$ cat src/rtl/core/arm_pkg.sv
// ----------------------------------------------------------------------------
// arm_pkg: shared types and codes for the address range map
// Request/response transaction structs, status codes, table entry type.
// ----------------------------------------------------------------------------
package arm_pkg;

  localparam int unsigned ADDR_W = 32;
  localparam int unsigned TAG_W  = 8;
  localparam int unsigned STAT_W = 3;

  // request kinds
  localparam logic REQ_INSERT = 1'b0;
  localparam logic REQ_LOOKUP = 1'b1;

  // response status codes
  localparam logic [STAT_W-1:0] ST_INSERTED = 3'd0;
  localparam logic [STAT_W-1:0] ST_FULL     = 3'd1;
  localparam logic [STAT_W-1:0] ST_ZERO_LEN = 3'd2;
  localparam logic [STAT_W-1:0] ST_HIT      = 3'd3;
  localparam logic [STAT_W-1:0] ST_MISS     = 3'd4;

  typedef struct packed {
    logic              req_type;
    logic [ADDR_W-1:0] addr;
    logic [ADDR_W-1:0] range_length;
    logic [TAG_W-1:0]  handler_tag;
  } req_t;

  typedef struct packed {
    logic [STAT_W-1:0] status;
    logic [ADDR_W-1:0] region_start;
    logic [ADDR_W-1:0] region_end;
    logic [ADDR_W-1:0] region_length;
    logic [TAG_W-1:0]  region_tag;
  } rsp_t;

  // one stored range
  typedef struct packed {
    logic [ADDR_W-1:0] start_addr;
    logic [ADDR_W-1:0] last_addr;
    logic [ADDR_W-1:0] length;
    logic [TAG_W-1:0]  tag;
  } region_t;

  // table status toward the response logic
  typedef struct packed {
    logic    full;
    logic    hit;
    region_t region;
  } lookup_t;

endpackage

$ cat src/rtl/core/arm_table.sv
// ----------------------------------------------------------------------------
// arm_table: range storage with parallel match
// Appends ranges at the fill count; compares an address against every live
// slot at once and returns the lowest-index (earliest inserted) hit.
// ----------------------------------------------------------------------------
module arm_table #(
  parameter int unsigned ENTRIES = 16
) (
  input  logic                          clk,
  input  logic                          rst,
  input  logic                          wr_en,
  input  arm_pkg::region_t              wr_region,
  input  logic [arm_pkg::ADDR_W-1:0]    lookup_addr,
  output arm_pkg::lookup_t              lookup
);

  localparam int unsigned CNT_W = $clog2(ENTRIES + 1);
  localparam int unsigned IDX_W = (ENTRIES > 1) ? $clog2(ENTRIES) : 1;

  logic [CNT_W-1:0]  entry_count;
  arm_pkg::region_t  slots [ENTRIES];

  logic [ENTRIES-1:0] hit_vec;
  logic [ENTRIES-1:0] hit_first;
  arm_pkg::region_t   sel_region;
  logic [IDX_W-1:0]   wr_idx;

  assign wr_idx = entry_count[IDX_W-1:0];

  always_ff @(posedge clk) begin
    if (rst) begin
      entry_count <= '0;
    end else if (wr_en) begin
      entry_count <= entry_count + CNT_W'(1);
    end
  end

  // payload slots, no reset: only slots below entry_count are compared
  always_ff @(posedge clk) begin
    if (wr_en) begin
      slots[wr_idx] <= wr_region;
    end
  end

  // one comparator lane per slot
  for (genvar i = 0; i < ENTRIES; i++) begin : g_lane
    assign hit_vec[i] = (entry_count > CNT_W'(i)) &&
                        (lookup_addr >= slots[i].start_addr) &&
                        (lookup_addr <= slots[i].last_addr);
  end

  // isolate lowest set bit: earliest insert wins
  assign hit_first = hit_vec & (~hit_vec + ENTRIES'(1));

  always_comb begin
    sel_region = '0;
    for (int i = 0; i < ENTRIES; i++) begin
      sel_region = sel_region | ({$bits(arm_pkg::region_t){hit_first[i]}} & slots[i]);
    end
  end

  assign lookup.full   = (entry_count == CNT_W'(ENTRIES));
  assign lookup.hit    = |hit_vec;
  assign lookup.region = sel_region;

endmodule

$ cat src/rtl/core/address_range_map.sv
// ----------------------------------------------------------------------------
// address_range_map: range table with parallel decode
// Response: the request transaction is registered in stage 1, the response in stage 2.
// Throughput: one transaction per cycle while the consumer does not stall the response.
// Reset (rst, sync, active high) empties the table and drops both stages.
// ----------------------------------------------------------------------------
module address_range_map #(
  parameter int unsigned ENTRIES = 16
) (
  input  logic            clk,
  input  logic            rst,
  input  logic            req_valid,
  output logic            req_ready,
  input  arm_pkg::req_t   req,
  output logic            rsp_valid,
  input  logic            rsp_ready,
  output arm_pkg::rsp_t   rsp
);

  // Stage 1: request register (stg_*).
  // Stage 2: compare against the table and update it; response register.
  // The table sees every insert in order, since updates land in stage 2
  // on the same edge that the response is captured.

  logic             stg_valid;
  arm_pkg::req_t    stg_req;
  logic             advance;
  logic             req_take;

  arm_pkg::lookup_t lookup;
  arm_pkg::region_t wr_region;
  logic             wr_en;
  logic             len_zero;

  arm_pkg::rsp_t    rsp_next;
  logic             rsp_vld;
  arm_pkg::rsp_t    rsp_q;

  // stage 2 moves when its output slot is free or being drained
  assign advance   = stg_valid && (!rsp_vld || rsp_ready);
  assign req_ready = !stg_valid || advance;
  assign req_take  = req_valid && req_ready;

  always_ff @(posedge clk) begin
    if (rst) begin
      stg_valid <= 1'b0;
    end else if (req_ready) begin
      stg_valid <= req_valid;
    end
  end

  always_ff @(posedge clk) begin
    if (req_take) begin
      stg_req <= req;
    end
  end

  // insert path: end address wraps mod 2^32; a wrapped range never hits
  assign len_zero             = (stg_req.range_length == '0);
  assign wr_region.start_addr = stg_req.addr;
  assign wr_region.last_addr  = stg_req.addr + stg_req.range_length - arm_pkg::ADDR_W'(1);
  assign wr_region.length     = stg_req.range_length;
  assign wr_region.tag        = stg_req.handler_tag;

  // zero length is refused before the full check
  assign wr_en = advance && (stg_req.req_type == arm_pkg::REQ_INSERT) &&
                 !len_zero && !lookup.full;

  arm_table #(
    .ENTRIES (ENTRIES)
  ) u_table (
    .clk         (clk),
    .rst         (rst),
    .wr_en       (wr_en),
    .wr_region   (wr_region),
    .lookup_addr (stg_req.addr),
    .lookup      (lookup)
  );

  // response build; all region fields are zero unless a lookup hits
  always_comb begin
    rsp_next = '0;
    priority if (stg_req.req_type == arm_pkg::REQ_INSERT) begin
      if (len_zero) begin
        rsp_next.status = arm_pkg::ST_ZERO_LEN;
      end else if (lookup.full) begin
        rsp_next.status = arm_pkg::ST_FULL;
      end else begin
        rsp_next.status = arm_pkg::ST_INSERTED;
      end
    end else if (lookup.hit) begin
      rsp_next.status        = arm_pkg::ST_HIT;
      rsp_next.region_start  = lookup.region.start_addr;
      rsp_next.region_end    = lookup.region.last_addr;
      rsp_next.region_length = lookup.region.length;
      rsp_next.region_tag    = lookup.region.tag;
    end else begin
      rsp_next.status = arm_pkg::ST_MISS;
    end
  end

  // response register: holds while the consumer stalls
  always_ff @(posedge clk) begin
    if (rst) begin
      rsp_vld <= 1'b0;
    end else if (advance) begin
      rsp_vld <= 1'b1;
    end else if (rsp_ready) begin
      rsp_vld <= 1'b0;
    end
  end

  always_ff @(posedge clk) begin
    if (advance) begin
      rsp_q <= rsp_next;
    end
  end

  assign rsp_valid = rsp_vld;
  assign rsp       = rsp_q;

endmodule

$ cat config.mk
export PLATFORM = sky130hd
export DESIGN_NAME = address_range_map
export DESIGN_NICKNAME = d
export VERILOG_FILES = /design/src/rtl/core/arm_pkg.sv /design/src/rtl/core/arm_table.sv /design/src/rtl/core/address_range_map.sv
export SDC_FILE = /design/constraint.sdc
export NUM_CORES = 2
export LEC_CHECK = 0
export BUFFER_PORTS_ARGS = -buffer_cell sky130_fd_sc_hd__buf_4
export CORE_ASPECT_RATIO = 0.9
export CORE_MARGIN = 3
export CORE_UTILIZATION = 55
export CTS_CLUSTER_SIZE = 28
export DETAILED_ROUTE_END_ITERATION = 12
export GPL_TIMING_DRIVEN = 0
export PLACE_DENSITY_LB_ADDON = 0.3
export SLEW_MARGIN = 20
export SYNTH_ARGS = -nofsm -noshare
export SYNTH_HDL_FRONTEND = slang
export SYNTH_SLANG_ARGS = --single-unit
$ cat constraint.sdc
create_clock -name clk -period 23.4 [get_ports clk]
set_clock_uncertainty 0.05 [all_clocks]
set_input_delay 5.85 -clock clk [delete_from_list [all_inputs] [get_ports clk]]
set_output_delay 5.85 -clock clk [all_outputs]
set_load 0.01 [all_outputs]
== After elaboration in Yosys (flattened, before gate mapping) ==
Memories as Yosys holds them, arrays and structs flattened.
Cells that the tools add are included.

* Bits in registers: 187
* Latch bits: 0
* Memory bits (writable): 1664
* Memory bits (read-only): 0
* Input bits: 77
* Output and inout bits: 109
* Logic and storage cells: 155
* Memories kept: 1

* Add/subtract/negate cells: 4
* $mul: 0
* Divide/modulo/power cells: 0
* $lt $le $gt $ge: 48
* Eq/ne operators: 1
* Shift-type cells: 0
* Mux-type cells: 8
* Bitwise gates (word level): 34
* Reductions and logical operators: 47

{| class="wikitable"
|+ Memory list
! memory !! words !! width !! rd ports !! clocked after Yosys merged registers in !! write ports !! RTL line !! text
|-
| u_table.slots || 16 || 104 || 16 || 0 || 1 || arm_table.sv:21 || <nowiki>arm_pkg::region_t slots [ENTRIES];</nowiki>
|}

{| class="wikitable"
|+ Operators with widths
! cell !! count
|-
| $and A104 B104 Y104 || 16
|-
| $or A104 B104 Y104 || 15
|-
| $ge A32 B32 Y1 || 16
|-
| $le A32 B32 Y1 || 16
|-
| $gt A5 B4 Y1 const B || 8
|-
| $logic_and A1 B1 Y1 || 37
|-
| $add A32 B32 Y32 || 1
|-
| $logic_not A32 Y1 || 1
|-
| $sub A32 B1 Y32 const B || 1
|-
| $gt A5 B3 Y1 const B || 4
|-
| $add A16 B1 Y16 const B || 1
|-
| $and A16 B16 Y16 || 1
|-
| $not A16 Y16 || 1
|-
| $reduce_or A16 Y1 || 1
|-
| $gt A5 B1 Y1 const B || 2
|-
| $gt A5 B2 Y1 const B || 2
|-
| $mux W3 || 2
|-
| $add A5 B1 Y5 const B || 1
|-
| $eq A5 B5 Y1 const B || 1
|-
| $mux W1 || 5
|-
| $logic_not A1 Y1 || 4
|-
| $logic_or A1 B1 Y1 || 2
|-
| $mux W2 || 1
|-
| $reduce_and A2 Y1 || 1
|-
| other kinds (2) || 2
|}

== Longest topological paths before layout ==
An unclocked memory read counts as a cell.

* Depth in word-level cells: 23
* Gate-level depth with buffers: 18
* Depth with buffers taken out: 17

== Modules after synthesis ==
Synthesis repeated with hierarchy kept, for this count alone.

* Cell total of the unflattened synthesis: 7596
* Area, all modules: 96108.4 um^2

{| class="wikitable"
|+ Modules (own cells, without submodules)
! module !! times used !! cells an instance !! area each (um^2) !! seq. area each (um^2)
|-
| arm_table || 1 || 6877 || 87286.2 || 50068.0
|-
| address_range_map || 1 || 719 || 8822.2 || 5445.2
|}

== Worst setup path before layout ==
No wires, ideal clock.

* Path type: input -> register
* Start point: in rsp_ready
* End point: mem u_table.slots[0][0] (netlist name) (enable)
* Setup time: 716 ps
* Data arrival time: 19000 ps
* Required time: 22634 ps
* Path slack: 3634 ps
* Stages on the path: 5
* Path buffers: 1
* Cells stage by stage: nor2b_1 -> nor2b_1 -> and2_1 -> clkbuf_1 -> nor3b_1

* Cells in the longest elaborated chain, start to end: 7

{| class="wikitable"
|+ RTL lines
! item !! RTL line !! text
|-
| from (decl) || address_range_map.sv:16 || <nowiki>input logic rsp_ready,</nowiki>
|-
| $logic_or A1 B1 Y1 || address_range_map.sv:40 || <nowiki>assign advance = stg_valid && (!rsp_vld || rsp_ready);</nowiki>
|-
| $logic_and A1 B1 Y1 || address_range_map.sv:40 ||
|-
| named net advance || address_range_map.sv:27 || <nowiki>logic advance;</nowiki>
|-
| $logic_and A1 B1 Y1 (2 in series) || address_range_map.sv:66 || <nowiki>assign wr_en = advance && (stg_req.req_type == arm_pkg::REQ_INSERT) &&</nowiki>
|-
| $logic_and A1 B1 Y1 || address_range_map.sv:67 || <nowiki>!len_zero && !lookup.full;</nowiki>
|-
| $mux W1 || arm_table.sv:40 || <nowiki>if (wr_en) begin</nowiki>
|-
| $mux W1 (not written as such) || arm_table.sv:41 || <nowiki>slots[wr_idx] <= wr_region;</nowiki>
|-
| to (decl) || arm_table.sv:21 ||
|}

The timed path passes the listed nets, and every way through them passes these cells.

== Worst setup path after layout ==
* Start point: in rsp_ready
* End point: out req_ready

* Cells in the longest elaborated chain, start to end: 3

{| class="wikitable"
|+ RTL lines
! item !! RTL line !! text
|-
| $logic_or A1 B1 Y1 || address_range_map.sv:40 ||
|-
| $logic_and A1 B1 Y1 || address_range_map.sv:40 ||
|-
| $logic_or A1 B1 Y1 || address_range_map.sv:41 || <nowiki>assign req_ready = !stg_valid || advance;</nowiki>
|-
| to (decl) || address_range_map.sv:13 || <nowiki>output logic req_ready,</nowiki>
|}

No other way between the ends.

==> results.cfg <==
[routing]
wl_per_cell_um = 29.6
route.met2.wl_mm = 140
wirelength_met1_mm = 123
top_layer_used = met5
ant_nets = 0
detail_route.vias_per_cell = 6.55
drt_wl_total_mm = 326
drc = 0
first_iter_violations = 10077
met3_length_mm = 41.5
dr_total_vias = 72252
firstDrtPassIters = 6

[cells_and_area]
seqCellArea_um2 = 55500
final_cell_area_um2 = 111000
multiInputGateArea_um2 = 35600
layout_common_cells = edfxtp_1, inv_1, ha_1, nand2_1, a21oi_1
nets = 9734
layout-drive-gt1-share_pct = 10.2
area.growth.synth_to_final_pct = 15.0
mostFrequentLayoutCell = edfxtp_1
fillCellCount = 12997

[clocking]
insertion_delay_ps = 870
cts_max_path_buffers = 3
hold_buffers = 0
htree_levels = 4
postCtsSetupRepairBufs = 0
cts_tree = yes
root_buffer = clkbuf_16
cts-buffers-inserted = 190
clock_sinks = 1851
cts.reportedPaths.clkPinSlew_ps = 60
ctsResizeCount = 0

[yosys]
yosysWarnings = 0
synth.distinct_cells = 92
synth-seq-area-share_pct = 57.6
synthesis.nets = 9162
syn_area_um2 = 96300
async_flop_share_pct = 0
ys.flop_type = edfxtp_1
synth_edf_count = 1844
postSynthAreaPerCell_um2 = 12.0
ys_ff_latch = 1851
syn_inst = 7994

[setup_path]
critPathMaxStageDelay_ps = 310
crit_family = simple AND/OR/NAND/NOR gates
r2r_start = stg_req[40]$_DFFE_PP_
crit_top_cell = buf_4
arrival_ps = 6570
rr_endpoint = rsp[29]$_SDFFCE_PN0P_
required_ps = 17500
r2r_slack_ps = 15450
path_buf_inv = 2
start_kind = input pin
r2r_cells = 15
path_cells = buf_4 -> nor2b_1 -> nand2_1 -> buf_4
critPathSlowestCell = nor2b_1
endpoint_kind = output pin
path_class = in2out
cp_max_fo = 4

[place]
gp_congestion = 0.971
hpwl_mm = 241
io_buffers = 185
dpl_cell_area_um2 = 104000

[global_route]
antenna_found_initial = 25
grt_max_degree = 52
grt_usage_pct = 35.5
grt_pass1_wl_mm = 463
gr-total-overflow = 0
first_global_vias = 68957

[floorplanning]
die_area_um2 = 180000
placementRows = 145
core_um2 = 174000
initial_core_util_pct = 55.4
ios = 186
die_h_um = 403
die_width_um = 447

[power_and_ir_drop]
pwr-share-clk_pct = 41.1
leakagePower_nw = 43.4
seqPwrFrac_pct = 50.0
power_frac_comb_pct = 8.9
switching_power_mw = 1.87
p_per_area_nw_per_um2 = 68.8
p_total_mw = 7.62
p_int_mw = 5.75
sw_frac_of_total_pct = 24.5
ir_drop_mv = 0.0616

[sta]
final.period_utilization_pct = 53.3
rsz0062_at_grt = no
setup_violations = 0
fmax_mhz = 80.2
hold_violations = 0
slew_viol_final = 0
worstMarginPinSlew_ps = 1280
max-slew-margin-rel_pct = 14.4
period_minus_slack_ps = 12470

[worst_hold_path]
hold_depth = 2
hold_path_end = rsp_valid$_SDFFE_PP0P_
hold_path_class = reg2reg
hp-start = stg_valid$_SDFFE_PP0N_

[job]
cap_violations = 0

[run_status]
status = finished, final reports clean
synthesized netlist by cell type, types with 10 or more instances:
master	number	share of area, %
o21a_1	22	0.17
edfxtp_1	1844	57
nor2_1	261	1.0
a22oi_1	291	2.3
a41oi_1	111	1.0
inv_1	1159	4.5
nor4_1	97	0.63
a21oi_1	457	2.4
o31ai_1	16	0.12
or3_1	11	0.071
clkbuf_1	194	0.76
and3_1	22	0.14
a31oi_1	123	0.80
buf_2	59	0.31
nand3_1	327	1.7
a2111oi_2	51	0.80
xor2_1	10	0.091
nand4_1	151	0.98
nor2b_1	48	0.31
o21ai_0	267	1.4
a21o_1	99	0.77
o211ai_1	43	0.34
a2111oi_0	69	0.63
buf_1	17	0.066
and2_1	64	0.42
a221o_1	101	1.0
a211oi_1	56	0.44
a221oi_1	30	0.27
xnor2_1	19	0.17
nor3_1	54	0.28
nand2b_1	20	0.13
and4_1	44	0.40
nand2_1	607	2.4
ha_1	1090	14
power by group through the flow:
stage	Sequential (mW)	Clock (mW)	Combinational, mW
detailed placement	3.87	0	0.656
finish	3.80	3.13	0.678
global route	3.80	3.27	0.717
CTS	3.80	3.15	0.660
floorplan	3.88	0	0.289
global placement	3.94	0	0.489
layout make-up:
type	instances	area share, %
sequential	1851	50.1
multi-input combinational	4704	32.2
clock buffer	234	4.47
timing repair buffer	380	4.30
inverter	1159	3.93
tap	2278	2.57
clock inverter	118	1.28
buffer	280	1.10
antenna	26	0.0587
worst min-delay path, stage by stage, from the launching register on:
cell and delay (ps):
dfxtp_1 340, nor2_1 120, nor2_1 50
flip-flops by register name (all words and copies together), names as in the netlist:
signal / cells
u_table.slots: 1664
stg_req: 73
stg_valid: 1
u_table.entry_count: 5
rsp: 107
rsp_valid: 1
kinds of logic (layout without fill, tap and decap cells):
logic type / count (synthesis) / count (layout) / share of synthesized area (%)
DFF: 1851 / 1851 / 57.6
AOI/OAI and AO/OA: 1824 / 1824 / 13.2
and+or+nand+nor: 1757 / 1757 / 8.91
other: 0 / 26 / 0
buffers and inverters: 1439 / 2171 / 5.75
xor gates and xnor gates: 29 / 29 / 0.264
muxes: 3 / 3 / 0.0325
adders and majority gates: 1091 / 1091 / 14.2
per-stage QoR:
step                setup WS (ps)  std cells  hold slack (ps)  setup TNS, ps  utilization [%]
finish                      10930      11030              496              0             63.7
global route                10850      11009              545              0             63.7
CTS                         10930      11004              495              0             63.7
detailed placement          10930      10652              460              0             60.0
global placement            -7450      10457              444        -772930             57.8
floorplan                    3630       7994              428              0                -
worst max path at each step:
stage                     startpoint                              to  slack (ps)  cells past startpoint
after global routing       rsp_ready                       req_ready       10850                      4
after CTS                  rsp_ready                       req_ready       10930                      4
after global placement     rsp_ready  u_table.slots[0][28]$_DFFE_PP_       -7450                      6
final                      rsp_ready                       req_ready       10930                      4
after floorplan            rsp_ready   u_table.slots[0][0]$_DFFE_PP_        3630                      5
after detailed placement   rsp_ready                       req_ready       10930                      4
layer usage:
layer	GRT usage [%]	up-vias
li1	-	31285
met1	47.1	35322
met2	51.8	4709
met3	10.4	922
met4	21.1	14
met5	0	-
Note: power is estimated with default switching activity, not from simulation.
